$ cat src/hw/rtl/accel_tilt_deadband_corrector_assert.svh
// Assertion macros for the tilt corrector.
// Depends on nothing; the including module supplies clock and reset names.
`ifndef ACCEL_TILT_DEADBAND_CORRECTOR_ASSERT_SVH
`define ACCEL_TILT_DEADBAND_CORRECTOR_ASSERT_SVH

// Antecedent in the same cycle implies the consequent.
`define ATDC_ASSERT_IMPL(lbl, clk, rst, a, b) \
   lbl: assert property (@(posedge clk) disable iff (rst) (a) |-> (b)) \
      else $error("atdc assertion failed");

// Antecedent implies the consequent in the next cycle.
`define ATDC_ASSERT_NEXT(lbl, clk, rst, a, b) \
   lbl: assert property (@(posedge clk) disable iff (rst) (a) |=> (b)) \
      else $error("atdc assertion failed");

`endif

$ cat src/hw/rtl/atdc_pkg.sv
// Shared types, constants and the arctangent table of the tilt corrector.
// Depends on nothing.
package atdc_pkg;

   localparam int AXIS_W          = 16;
   localparam int OUT_W           = 16;
   localparam int CFG_W           = 17;
   localparam int DB_W            = 16;
   localparam int CSR_IDX_W       = 3;
   localparam int SQ_W            = 31;
   localparam int SUM_W           = 32;
   localparam int RAD_W           = 48;
   localparam int ROOT_W          = 24;
   localparam int REM_W           = 26;
   localparam int OPND_W          = 24;
   localparam int SQRT_STEPS      = 24;
   localparam int CW              = 28;
   localparam int ACC_FRAC        = 24;
   localparam int AW              = 34;
   localparam int TAB_LEN         = 24;
   localparam int TAB_W           = 30;
   localparam int ERR_W           = 24;
   localparam int CORDIC_STEPS_DEF = 16;
   localparam int ANGLE_FRAC_DEF  = 8;
   localparam logic [DB_W-1:0] DB_XY_RESET = 16'd640;
   localparam logic [DB_W-1:0] DB_Z_RESET  = 16'd256;

   typedef enum logic [1:0] {
      TURN_NONE = 2'd0,
      TURN_CW   = 2'd1,
      TURN_CCW  = 2'd2
   } turn_type;

   typedef enum logic [CSR_IDX_W-1:0] {
      CSR_REF_X = 3'd0,
      CSR_REF_Y = 3'd1,
      CSR_REF_Z = 3'd2,
      CSR_DB_XY = 3'd3,
      CSR_DB_Z  = 3'd4
   } csr_index_type;

   typedef struct packed {
      logic [RAD_W-1:0]         rad;
      logic [REM_W-1:0]         rem;
      logic [ROOT_W-1:0]        root;
      logic signed [OPND_W-1:0] side;
   } sqrt_type;

   typedef struct packed {
      logic signed [CW-1:0] x;
      logic signed [CW-1:0] y;
      logic signed [AW-1:0] acc;
      logic                 zero;
   } cordic_type;

   function automatic logic [TAB_W-1:0] atan_entry(input int idx);
      logic [TAB_W-1:0] v;
      case (idx)
         0:  v = 30'd754974720;
         1:  v = 30'd445687602;
         2:  v = 30'd235489088;
         3:  v = 30'd119537938;
         4:  v = 30'd60000934;
         5:  v = 30'd30029717;
         6:  v = 30'd15018523;
         7:  v = 30'd7509720;
         8:  v = 30'd3754917;
         9:  v = 30'd1877466;
         10: v = 30'd938734;
         11: v = 30'd469367;
         12: v = 30'd234684;
         13: v = 30'd117342;
         14: v = 30'd58671;
         15: v = 30'd29335;
         16: v = 30'd14668;
         17: v = 30'd7334;
         18: v = 30'd3667;
         19: v = 30'd1833;
         20: v = 30'd917;
         21: v = 30'd458;
         22: v = 30'd229;
         23: v = 30'd115;
         default: v = '0;
      endcase
      return v;
   endfunction

   function automatic turn_type turn_dec(input logic signed [ERR_W-1:0] err,
                                         input logic [DB_W-1:0] band);
      logic [ERR_W-1:0] mag;
      turn_type t;
      mag = err[ERR_W-1] ? ERR_W'(-err) : ERR_W'(err);
      if (mag <= ERR_W'(band)) begin
         t = TURN_NONE;
      end else if (err[ERR_W-1]) begin
         t = TURN_CCW;
      end else begin
         t = TURN_CW;
      end
      return t;
   endfunction

endpackage

$ cat src/hw/rtl/atdc_sqrt_cell.sv
// One digit cell of the pipelined square root; resolves one root bit.
// Depends on atdc_pkg.
module atdc_sqrt_cell (
   input  logic               clock,
   input  logic               en,
   input  atdc_pkg::sqrt_type d_in,
   output atdc_pkg::sqrt_type d_out
);
   import atdc_pkg::*;

   sqrt_type            d_ff;
   sqrt_type            d_in_n;
   logic [REM_W+1:0]    cand;
   logic [REM_W+1:0]    trial;

   always_comb begin
      cand  = {d_in.rem, d_in.rad[RAD_W-1 -: 2]};
      trial = {2'b00, d_in.root, 2'b01};
      d_in_n.rad  = {d_in.rad[RAD_W-3:0], 2'b00};
      d_in_n.side = d_in.side;
      if (cand >= trial) begin
         d_in_n.rem  = REM_W'(cand - trial);
         d_in_n.root = {d_in.root[ROOT_W-2:0], 1'b1};
      end else begin
         d_in_n.rem  = cand[REM_W-1:0];
         d_in_n.root = {d_in.root[ROOT_W-2:0], 1'b0};
      end
   end

   always_ff @(posedge clock) begin
      if (en) begin
         d_ff <= d_in_n;
      end
   end

   assign d_out = d_ff;

endmodule

$ cat config.mk
export PLATFORM = sky130hd
export DESIGN_NAME = atdc_sqrt_cell
export DESIGN_NICKNAME = d
export VERILOG_FILES = /design/src/hw/rtl/accel_tilt_deadband_corrector_assert.svh /design/src/hw/rtl/atdc_pkg.sv /design/src/hw/rtl/atdc_sqrt_cell.sv
export SDC_FILE = /design/constraint.sdc
export NUM_CORES = 1
export LEC_CHECK = 0
export BUFFER_PORTS_ARGS = -buffer_cell sky130_fd_sc_hd__clkbuf_2
export CAP_MARGIN = 10
export CELL_PAD_IN_SITES_DETAIL_PLACEMENT = 1
export CELL_PAD_IN_SITES_GLOBAL_PLACEMENT = 1
export CORE_MARGIN = 2
export CORE_UTILIZATION = 35
export CTS_CLUSTER_SIZE = 16
export DETAILED_ROUTE_END_ITERATION = 16
export GPL_TIMING_DRIVEN = 0
export PLACE_DENSITY_LB_ADDON = 0.1
export SKIP_CTS_REPAIR_TIMING = 1
export SYNTH_ARGS = -nofsm -noshare
export SYNTH_HDL_FRONTEND = slang
export SYNTH_SLANG_ARGS = --single-unit
export TNS_END_PERCENT = 30
$ cat constraint.sdc
create_clock -name clock -period 3.4 [get_ports clock]
set_input_delay 0.85 -clock clock [delete_from_list [all_inputs] [get_ports clock]]
set_output_delay 0.85 -clock clock [all_outputs]
set_load 0.01 [all_outputs]
======== Word level (Yosys, flattened, before mapping) ========
Index checks and enable logic that the tools add are counted.
word-level totals
  register bits after elaboration ......... 120
  output and inout bits ................... 122
operators by class
  $add $sub $neg .......................... 1
  $lt $le $gt $ge ......................... 1
  muxes and demuxes ....................... 1
operators with widths
  operator                                                        number
  50-bit 2-to-1 mux                                               1
  28-bit by 26-bit greater-or-equal comparator with 1-bit output  1
  26-bit subtractor                                               1

======== Depth between registers and ports, before layout ========
  depth after elaboration ................. 2
  gate-level depth with buffers ........... 11
  gate-level depth less buffers ........... 10

======== Worst setup path before layout ========
Ideal clock, no wire load.
  path type ............................... in2reg
  start point ............................. in d_in[24] (netlist name)
  end point ............................... reg d_ff (netlist bit d_out[56]) (data pin)
  library setup time ...................... 0.260 ns
  data arrival time ....................... 2.850 ns
  required time ........................... 3.140 ns
  path slack .............................. 0.289 ns
  cell stages on the path ................. 11
  path through ............................ inv_1 ha_1 nand2b_1 a211o_1 a21oi_2 o211ai_2 a31oi_2 nor2_2 o21ai_4 buf_12 mux2_4
RTL lines
  what                    line                  RTL
  start: declaration      atdc_sqrt_cell.sv:6   input atdc_pkg::sqrt_type d_in,
  end signal: assignment  atdc_sqrt_cell.sv:32  d_ff <= d_in_n;
  end: declaration        atdc_sqrt_cell.sv:11  sqrt_type d_ff;

==> impl_metrics.ini <==
[run_status]
status = complete, no violations

[global_routing]
track_usage = 0.1738
grt_max_degree = 121
overflow = 0
grt_pass1_vias = 4198
antenna_found_initial = 0
grt_first_pass_wirelength_um = 21850

[cts]
htreeDepth = 4
cts-root-buf = clkbuf_16
clockBufferDepth = 2
path_clk_slew_ns = 0.06
cts_made_buffers = 17
cts_tree = yes
clkSinkCount = 120

[critical_path]
crit_fanout = 10
max_stage_delay_ns = 0.37
critical_path.startpoint = d_in[24]
cp_top_family = compound AO/OA/AOI/OAI gates
worstPathCellList = clkbuf_2 -> inv_1 -> ha_1 -> nand2b_1 -> a211o_1 -> a21oi_2 -> o211ai_2 -> a31oi_2 -> nor2_2 -> o21ai_4 -> buf_12 -> mux2_4
crit_buf_inv = 3
startpoint_type = input port
worstPathArrival_ns = 3.31
crit_path_top_delay_cell = ha_1
worstSetupPathType = input port to flop
worstSetupEndpointType = flop
cp.required_ns = 3.56

[sta]
setup_viol = 0
rsz0062_at_grt = false
hold_ws_ns = 0.6119
slew_viol_final = 0
min_period_ns = 3.158
fmax_mhz = 316.7
post-route-period-util = 0.9288
slew_headroom = 0.3560
max_slew.worst_pin.slew_ns = 0.9661
hold_viol = 0

[synth]
synthCells = 369
synth.area.top_cells = edfxtp_1, ha_1, mux2_4
ys_top_cells_by_count = edfxtp_1, inv_1, ha_1
synth.largest_area_cell = edfxtp_1
ys_types = 50
synth_edf_count = 120
synth_top_area_frac = 0.6616
avgSynthCellArea_sq_um = 14.76
synth_flop_cell = edfxtp_1
ys_ff_latch = 120
yosysMostFrequentCell = edfxtp_1
syn-cell-area_sq_mm = 0.005446
yosysSeqAreaShare = 0.6616
async_flop_share = 0
yosys_warnings = 0

[cells_and_area]
instances_no_fill = 832
antennaDiodeCount = 0
area_growth_pct = 37.47
nFillCells = 1639
layout-drive-gt1-share = 0.4798
largest_register_ff_count = 120
fin_nets = 782

[floorplan]
initial_core_util = 0.3583
pin_count = 246
rows = 45
chipWidth_um = 128.7
die_h_um = 128.7
coreArea_sq_mm = 0.01520
die_area_sq_mm = 0.01658

[detailed_routing]
vias = 3960
routed_wl_um = 14420
drt_iter0_drc = 199
drt_pass1_iterations = 5
avgRoutedWirePerCell_um = 17.33
drcViolationCount = 0
ant_nets = 0
avgViaCountPerCell = 4.760

[hold_path]
min_path_type = input port to flop
worstHoldPathCells = 1
hold_start = d_in[14]
hold_path_end = d_out[14]

[placement]
gp_congestion = 0.7323
dp_cells = 801
portBuffers = 243
dp_hpwl_um = 11280

[power_and_ir_drop]
p_sw_w = 0.001087
p_per_area_mw_per_mm2 = 574.8
pwr-share-clk = 0.405
p_leak_nw = 3.445
p_comb_frac = 0.167
irDropWorstVdd_uv = 299.6
cellInternalPower_w = 0.003216
sequentialPowerShare = 0.428
swShare = 0.2526

[flow_run]
max_cap_viol_count = 0
-- worst max path at each step --
stage / to / slack [ns] / cells after the start
2_1_floorplan: d_out[56] / 0.29 / 11
3_3_place_gp: d_out[56] / -0.20 / 12
3_5_place_dp: d_out[56] / -0.21 / 12
4_1_cts: d_out[62] / 0.23 / 12
5_1_grt: d_out[62] / 0.09 / 12
6_report: d_out[60] / 0.24 / 12
-- per-stage QoR --
step | area (sq um) | TNS, ns | total power, W | setup WS, ns | utilization
6_report | 7487 | 0 | 0.004303 | 0.2420 | 0.4925
3_3_place_gp | 6902 | -6.030 | 0.002589 | -0.1966 | 0.4540
4_1_cts | 7487 | 0 | 0.004369 | 0.2261 | 0.4925
3_5_place_dp | 6910 | -3.528 | 0.002600 | -0.2127 | 0.4546
5_1_grt | 7487 | 0 | 0.004492 | 0.08832 | 0.4925
2_1_floorplan | 5450 | 0 | 0.002273 | 0.2894 | -
-- kinds of logic after synthesis --
| kind of cell | after synthesis | share of synthesized area |
|---|---|---|
| buf+inv | 36 | 0.03262 |
| other cells | 1 | 0.0006885 |
| fa+ha+maj | 26 | 0.05973 |
| xor+xnor | 23 | 0.03699 |
| compound gates | 72 | 0.08775 |
| flops | 120 | 0.6616 |
| simple gates | 67 | 0.06042 |
| mux | 24 | 0.06019 |
-- layout by cell type, fill, tap and decap left out, types with 3 or more instances in the layout --
master     synthesis  layout
a211oi_1           6       6
a21o_1             6       6
a21oi_1           21      21
and2_1             3       3
and3_1             3       3
clkbuf_16          0      17
clkbuf_2           0     242
clkinv_2           0       3
clkinv_4           0       5
edfxtp_1         120     120
ha_1              26      26
inv_1             30      30
mux2_2             6       6
mux2_4            16      16
nand2_1           21      21
nand2b_1           3       3
nor2_1            16      16
nor2b_1            3       3
nor3_1             6       6
o21a_1             3       3
o21ai_0           15      15
xnor2_1           13      13
xor2_1            10      10
-- power by group through the flow --
stage	clock, W	sequential [W]	combinational, W
after floorplan	0	0.00195	0.000322
after global placement	0	0.00187	0.000715
after detailed placement	0	0.00187	0.000726
after CTS	0.00179	0.00185	0.000731
after global routing	0.00184	0.00186	0.000792
final	0.00174	0.00184	0.000717
-- cell type report --
| type | count | area, sq um | share of cell area |
|---|---|---|---|
| clock buffer | 17 | 425.4 | 0.05682 |
| timing repair buffer | 243 | 1225 | 0.1636 |
| tap | 188 | 235.2 | 0.03142 |
| multi-input combinational | 214 | 1669 | 0.2229 |
| sequential | 120 | 3603 | 0.4813 |
| clock inverter | 14 | 151.4 | 0.02022 |
| inverter | 30 | 112.6 | 0.01504 |
| buffer | 6 | 65.06 | 0.008690 |
-- metal layers --
metal	GRT usage	vias to the layer above	wire length [um]
li1	-	1917	-
met1	0.1993	1872	5836
met2	0.3019	155	7151
met3	0.06320	16	1258
met4	0.05754	0	171
met5	0	-	0
Power figures use the tool's default switching activity.
