$ cat src/hw/rtl/accel_tilt_deadband_corrector_assert.svh
// Assertion macros for the tilt corrector.
// Depends on nothing; the including module supplies clock and reset names.
`ifndef ACCEL_TILT_DEADBAND_CORRECTOR_ASSERT_SVH
`define ACCEL_TILT_DEADBAND_CORRECTOR_ASSERT_SVH

// Antecedent in the same cycle implies the consequent.
`define ATDC_ASSERT_IMPL(lbl, clk, rst, a, b) \
   lbl: assert property (@(posedge clk) disable iff (rst) (a) |-> (b)) \
      else $error("atdc assertion failed");

// Antecedent implies the consequent in the next cycle.
`define ATDC_ASSERT_NEXT(lbl, clk, rst, a, b) \
   lbl: assert property (@(posedge clk) disable iff (rst) (a) |=> (b)) \
      else $error("atdc assertion failed");

`endif

$ cat src/hw/rtl/atdc_pkg.sv
// Shared types, constants and the arctangent table of the tilt corrector.
// Depends on nothing.
package atdc_pkg;

   localparam int AXIS_W          = 16;
   localparam int OUT_W           = 16;
   localparam int CFG_W           = 17;
   localparam int DB_W            = 16;
   localparam int CSR_IDX_W       = 3;
   localparam int SQ_W            = 31;
   localparam int SUM_W           = 32;
   localparam int RAD_W           = 48;
   localparam int ROOT_W          = 24;
   localparam int REM_W           = 26;
   localparam int OPND_W          = 24;
   localparam int SQRT_STEPS      = 24;
   localparam int CW              = 28;
   localparam int ACC_FRAC        = 24;
   localparam int AW              = 34;
   localparam int TAB_LEN         = 24;
   localparam int TAB_W           = 30;
   localparam int ERR_W           = 24;
   localparam int CORDIC_STEPS_DEF = 16;
   localparam int ANGLE_FRAC_DEF  = 8;
   localparam logic [DB_W-1:0] DB_XY_RESET = 16'd640;
   localparam logic [DB_W-1:0] DB_Z_RESET  = 16'd256;

   typedef enum logic [1:0] {
      TURN_NONE = 2'd0,
      TURN_CW   = 2'd1,
      TURN_CCW  = 2'd2
   } turn_type;

   typedef enum logic [CSR_IDX_W-1:0] {
      CSR_REF_X = 3'd0,
      CSR_REF_Y = 3'd1,
      CSR_REF_Z = 3'd2,
      CSR_DB_XY = 3'd3,
      CSR_DB_Z  = 3'd4
   } csr_index_type;

   typedef struct packed {
      logic [RAD_W-1:0]         rad;
      logic [REM_W-1:0]         rem;
      logic [ROOT_W-1:0]        root;
      logic signed [OPND_W-1:0] side;
   } sqrt_type;

   typedef struct packed {
      logic signed [CW-1:0] x;
      logic signed [CW-1:0] y;
      logic signed [AW-1:0] acc;
      logic                 zero;
   } cordic_type;

   function automatic logic [TAB_W-1:0] atan_entry(input int idx);
      logic [TAB_W-1:0] v;
      case (idx)
         0:  v = 30'd754974720;
         1:  v = 30'd445687602;
         2:  v = 30'd235489088;
         3:  v = 30'd119537938;
         4:  v = 30'd60000934;
         5:  v = 30'd30029717;
         6:  v = 30'd15018523;
         7:  v = 30'd7509720;
         8:  v = 30'd3754917;
         9:  v = 30'd1877466;
         10: v = 30'd938734;
         11: v = 30'd469367;
         12: v = 30'd234684;
         13: v = 30'd117342;
         14: v = 30'd58671;
         15: v = 30'd29335;
         16: v = 30'd14668;
         17: v = 30'd7334;
         18: v = 30'd3667;
         19: v = 30'd1833;
         20: v = 30'd917;
         21: v = 30'd458;
         22: v = 30'd229;
         23: v = 30'd115;
         default: v = '0;
      endcase
      return v;
   endfunction

   function automatic turn_type turn_dec(input logic signed [ERR_W-1:0] err,
                                         input logic [DB_W-1:0] band);
      logic [ERR_W-1:0] mag;
      turn_type t;
      mag = err[ERR_W-1] ? ERR_W'(-err) : ERR_W'(err);
      if (mag <= ERR_W'(band)) begin
         t = TURN_NONE;
      end else if (err[ERR_W-1]) begin
         t = TURN_CCW;
      end else begin
         t = TURN_CW;
      end
      return t;
   endfunction

endpackage

$ cat src/hw/rtl/atdc_cordic_cell.sv
// One vectoring CORDIC rotation cell with a fixed shift and table entry.
// Depends on atdc_pkg.
module atdc_cordic_cell #(
   parameter int STAGE = 0
) (
   input  logic                 clock,
   input  logic                 en,
   input  atdc_pkg::cordic_type d_in,
   output atdc_pkg::cordic_type d_out
);
   import atdc_pkg::*;

   cordic_type           d_ff;
   cordic_type           d_in_n;
   logic signed [CW-1:0] xs;
   logic signed [CW-1:0] ys;
   logic signed [AW-1:0] tab;

   always_comb begin
      xs  = d_in.x >>> STAGE;
      ys  = d_in.y >>> STAGE;
      tab = signed'({{(AW-TAB_W){1'b0}}, atan_entry(STAGE)});
      d_in_n.zero = d_in.zero;
      if (!d_in.y[CW-1]) begin
         d_in_n.x   = d_in.x + ys;
         d_in_n.y   = d_in.y - xs;
         d_in_n.acc = d_in.acc + tab;
      end else begin
         d_in_n.x   = d_in.x - ys;
         d_in_n.y   = d_in.y + xs;
         d_in_n.acc = d_in.acc - tab;
      end
   end

   always_ff @(posedge clock) begin
      if (en) begin
         d_ff <= d_in_n;
      end
   end

   assign d_out = d_ff;

endmodule

$ cat config.mk
export PLATFORM = sky130hd
export DESIGN_NAME = atdc_cordic_cell
export DESIGN_NICKNAME = d
export VERILOG_FILES = /design/src/hw/rtl/accel_tilt_deadband_corrector_assert.svh /design/src/hw/rtl/atdc_pkg.sv /design/src/hw/rtl/atdc_cordic_cell.sv
export SDC_FILE = /design/constraint.sdc
export NUM_CORES = 1
export LEC_CHECK = 0
export BUFFER_PORTS_ARGS = -buffer_cell sky130_fd_sc_hd__buf_2
export CORE_ASPECT_RATIO = 0.8
export CORE_UTILIZATION = 35
export DETAILED_ROUTE_END_ITERATION = 12
export REMOVE_ABC_BUFFERS = 1
export SYNTH_ARGS = -nofsm -noshare
export SYNTH_HDL_FRONTEND = slang
export SYNTH_SLANG_ARGS = --single-unit
$ cat constraint.sdc
create_clock -name clock -period 2.9 [get_ports clock]
set_clock_uncertainty 0.05 [all_clocks]
set_input_delay 0.145 -clock clock [delete_from_list [all_inputs] [get_ports clock]]
set_output_delay 0.145 -clock clock [all_outputs]
set_load 0.01 [all_outputs]
-- Yosys cells after proc, flatten, opt, wreduce, memory -nomap -nowiden
Cells that the tools add are included.
- register bits after elaboration: 91
- output and inout port bits: 91
- logic and storage cells: 10
- add/subtract/negate cells: 5
- mux-type cells: 1
- operators by type and width (cell ; number):
    90-bit two-way mux ; 1
    28-bit subtractor ; 2
    34-bit by 31-bit adder with 34-bit output (second input constant) ; 1
    34-bit by 31-bit subtractor with 34-bit output (second input constant) ; 1
    28-bit adder ; 1

-- Longest topological paths before layout
- depth after elaboration: 2
- gate-level depth with buffers: 13
- gate-level depth less buffers: 11

-- Worst setup path before layout
Ideal clock, no wire load.
- path type: input -> register
- start: input d_in[62] (netlist bit)
- end: register d_ff (netlist bit d_out[33]) (data pin)
- data arrival time: 2.320 ns
- data required time: 2.592 ns
- setup slack: 0.272 ns
- stages: 13
- path buffers: 3
- cells stage by stage: clkbuf_1 -> inv_1 -> clkbuf_1 -> buf_2 -> ha_1 -> nor2b_1 -> o21ai_0 -> a21boi_0 -> o21ai_0 -> nand2b_1 -> a21o_1 -> a21oi_1 -> xnor2_1
- RTL lines (item ; line ; source):
    from (decl) ; atdc_cordic_cell.sv:8 ; input atdc_pkg::cordic_type d_in,
    to (signal assigned) ; atdc_cordic_cell.sv:37 ; d_ff <= d_in_n;
    to (decl) ; atdc_cordic_cell.sv:13 ; cordic_type d_ff;

==> impl_results.rst <==
.. list-table::
   :header-rows: 1

   * - Metric
     - Value
   * - Clock Tree Buf Depth
     - 2
   * - Most common cell after layout, fill and taps aside
     - buf_2
   * - Detailed Routing Iterations Pass 1
     - 7
   * - Max Fclk
     - 388.6 MHz
   * - Die boundary height
     - 137.4 um
   * - Instance count along the most critical hold path
     - 2
   * - Instance area after placement
     - 9641 um^2
   * - Initial antenna violation count
     - 0
   * - I/O pin count
     - 184
   * - Slew headroom
     - 0.5678
   * - DRC violation count after routing
     - 0
   * - Synthesized flop and latch total
     - 90
   * - Number of synthesized flops with an enable pin
     - 90
   * - MaxCap Viol Count
     - 0
   * - WHS Endpoint
     - d_out[25]
   * - Die Footprint
     - 23,520 um^2
   * - Setup crit end kind
     - register
   * - Share of post-route cells with drive strength above 1
     - 0.2632
   * - # port buffers
     - 183
   * - Core area
     - 22,500 um^2
   * - Slowest library cell on the worst path
     - o311ai_1
   * - Leakage
     - 4.643 nW
   * - Overall power consumption
     - 0.004553 W
   * - Synthesis-to-layout area growth
     - 26.75%
   * - Commonest cells after routing, fill and taps aside
     - 182 x buf_2, 98 x ha_1, 90 x edfxtp_1, 89 x inv_1, 89 x a21oi_1
   * - Hold/Removal Path Class
     - primary input to register
   * - Netlist cell types
     - 79
   * - Unrepaired setup endpoints after global routing
     - no
   * - Pwr Density
     - 448.1 nW/um^2
   * - Chain of cells forming the critical path
     - buf_2 > ha_1 > inv_1 > fa_1 > nor3_2 > o311ai_1 > a31oi_1 > nor4b_2 > o21bai_2 > a21oi_1 > a21oi_1 > xnor2_1
   * - Buffer type at the clock tree root
     - clkbuf_16
   * - Status
     - complete, no violations
   * - DRT Wirelength
     - 24,270 um
   * - Via count of the first global-routing pass
     - 6,677
   * - Die Span X
     - 171.2 um
   * - Worst path buffer plus inverter count
     - 2
   * - Top FF cell, synth
     - edfxtp_1
   * - Max stage delay on crit path
     - 0.43 ns
   * - First-pass GRT wire length
     - 36,860 um
   * - Final HPWL DP
     - 20,100 um
   * - Min Clock Period, post-route
     - 2.573 ns
   * - Peak fanout along the critical path
     - 4
   * - Max reg flops
     - 90
   * - Clock Pin Slew Worst Setup and Hold Paths
     - 0.06 ns
   * - Register area share after synthesis
     - 0.3371
   * - Clock tree from TritonCTS
     - done
   * - Vias
     - 7,208
   * - Detailed-route wire length per cell
     - 17.05 um
   * - Number of CTS-inserted buffers
     - 9
   * - Detailed Route Iter0 Violations
     - 636
   * - Ys async rst share
     - 0
   * - Worst vdd rail ir drop
     - 0.2679 mV
   * - Worst hold start
     - d_in[25]
   * - CTS H-Tree Depth
     - 3
   * - Total clock sinks
     - 90
   * - Cell occurring most often along the worst timing path
     - a21oi_1
   * - Maximum number of pins on one net before global-route repair
     - 54
   * - Classification of the worst setup path
     - primary input to register
   * - Count of final hold-check violations
     - 0
   * - Effective utilization at floorplan
     - 0.3563
   * - Area taken by flip-flops and latches
     - 2703 um^2
   * - Cell area after technology mapping
     - 8016 um^2
   * - Number of standard cells after synthesis
     - 864
   * - Grt ovf
     - 0
   * - Total setup violations reported at the end of the flow
     - 0
   * - Actual slew at the worst max-slew pin
     - 0.6483 ns
   * - Startpoint types
     - primary input
   * - Area used by multi-input combinational logic
     - 4795 um^2
   * - Layout Nets
     - 1,307
   * - Number of diodes added for antenna fixing
     - 0
   * - Number of rows created at floorplan
     - 49
   * - Endpoint arrival time on the critical path
     - 2.61 ns
   * - Top delay family on crit path
     - compound AO/OA/AOI/OAI gates
   * - Drt via density
     - 5.065
   * - Endpoint required time on the critical path
     - 2.93 ns
   * - Final instance area
     - 10,160 um^2
   * - Residual antenna-violating net count after detailed routing
     - 0
   * - Total global routing track utilization
     - 0.2053
   * - Gpl congestion
     - 0.9375
   * - Per-instance average area after synthesis
     - 9.278 um^2
   * - Max Slew Vio Count
     - 0
   * - Synthesis Warnings
     - 0
   * - Fill cells
     - 2,244
   * - Final worst-path cycle share
     - 0.8874
Yosys cell counts, drive strengths merged, types with 4 or more instances:
master | n | area [um^2]
nor4 | 11 | 90.08
nand2b | 4 | 25.02
xor2 | 4 | 35.03
o22ai | 4 | 25.02
ha | 98 | 1226
and3 | 4 | 25.02
nand4 | 7 | 43.79
or3 | 5 | 31.28
a21o | 25 | 187.7
o311ai | 4 | 60.07
a21oi | 90 | 454.2
edfxtp | 90 | 2703
o31ai | 9 | 86.33
a31oi | 9 | 56.30
nor2 | 72 | 272.8
nand3 | 15 | 75.07
o21a | 10 | 75.07
xnor2 | 56 | 490.5
nand2 | 39 | 146.4
a21boi | 5 | 41.29
a211oi | 7 | 52.55
nor3 | 15 | 85.08
o21ai | 51 | 255.3
inv | 92 | 345.3
o21bai | 18 | 142.6
fa | 4 | 80.08
mux2i | 11 | 110.1
nor2b | 15 | 93.84
o41ai | 4 | 57.56
buf | 28 | 143.9
clkbuf | 7 | 26.28
o211ai | 5 | 37.54
what timing repair did:
item | 4_1_cts | 5_1_grt
hold buffers | 25 | 0
resized for setup | 0 | 0
setup buffers | 0 | 0
hold endpoints to repair | 25 | 0
power breakdown:
group          internal (W)  leakage (nW)  switching, W
sequential          0.00168         0.881     0.0000496
clock              0.000577         0.125      0.000480
combinational      0.000740          3.64       0.00103
total               0.00300          4.64       0.00156
worst max path at each step:
stage                           end  cells past startpoint  slack (ns)      from
final                     d_out[85]                     12        0.33  d_in[35]
after global routing      d_out[85]                     12        0.16  d_in[35]
after CTS                 d_out[85]                     12        0.32  d_in[35]
after detailed placement  d_out[85]                     12       -0.04  d_in[35]
after global placement    d_out[85]                     11        0.03  d_in[38]
after floorplan           d_out[33]                     10        0.11  d_in[62]
logic make-up after synthesis:
kind of cell / Yosys count / share of synthesized area
fa+ha+maj: 102 / 0.1629
simple gates: 202 / 0.1266
mux: 11 / 0.01374
flops: 90 / 0.3371
buf+inv: 128 / 0.06477
xor+xnor: 60 / 0.06555
compound gates: 271 / 0.2293
cell type report:
| cell class | instances | area share |
|---|---|---|
| multi-input cells | 646 | 0.4719 |
| clock inverters | 7 | 0.004433 |
| clock buffers | 9 | 0.02216 |
| inverters | 93 | 0.03436 |
| repair buffers | 272 | 0.1635 |
| well taps | 306 | 0.03768 |
| flip-flops and latches | 90 | 0.2660 |
metrics by stage:
stage	cells	setup TNS, ns	utilization	hold slack (ns)	setup WS (ns)
final	1423	0	0.4516	0.07272	0.3267
after global routing	1423	0	0.4516	0.08325	0.1560
after CTS	1423	0	0.4516	0.05685	0.3248
after detailed placement	1382	-0.04515	0.4285	0.2734	-0.04101
after global placement	1382	0	0.4285	0.2713	0.03299
after floorplan	829	0	-	0.1939	0.1083
routing by layer:
| layer | vias to the layer above | global-route usage | wire length [um] |
|---|---|---|---|
| li1 | 3591 | - | - |
| met1 | 3283 | 0.3286 | 12510 |
| met2 | 320 | 0.2733 | 9139 |
| met3 | 14 | 0.04108 | 2403 |
| met4 | 0 | 0.04415 | 213 |
| met5 | - | 0 | 0 |
(Power assumes the default switching activity.)
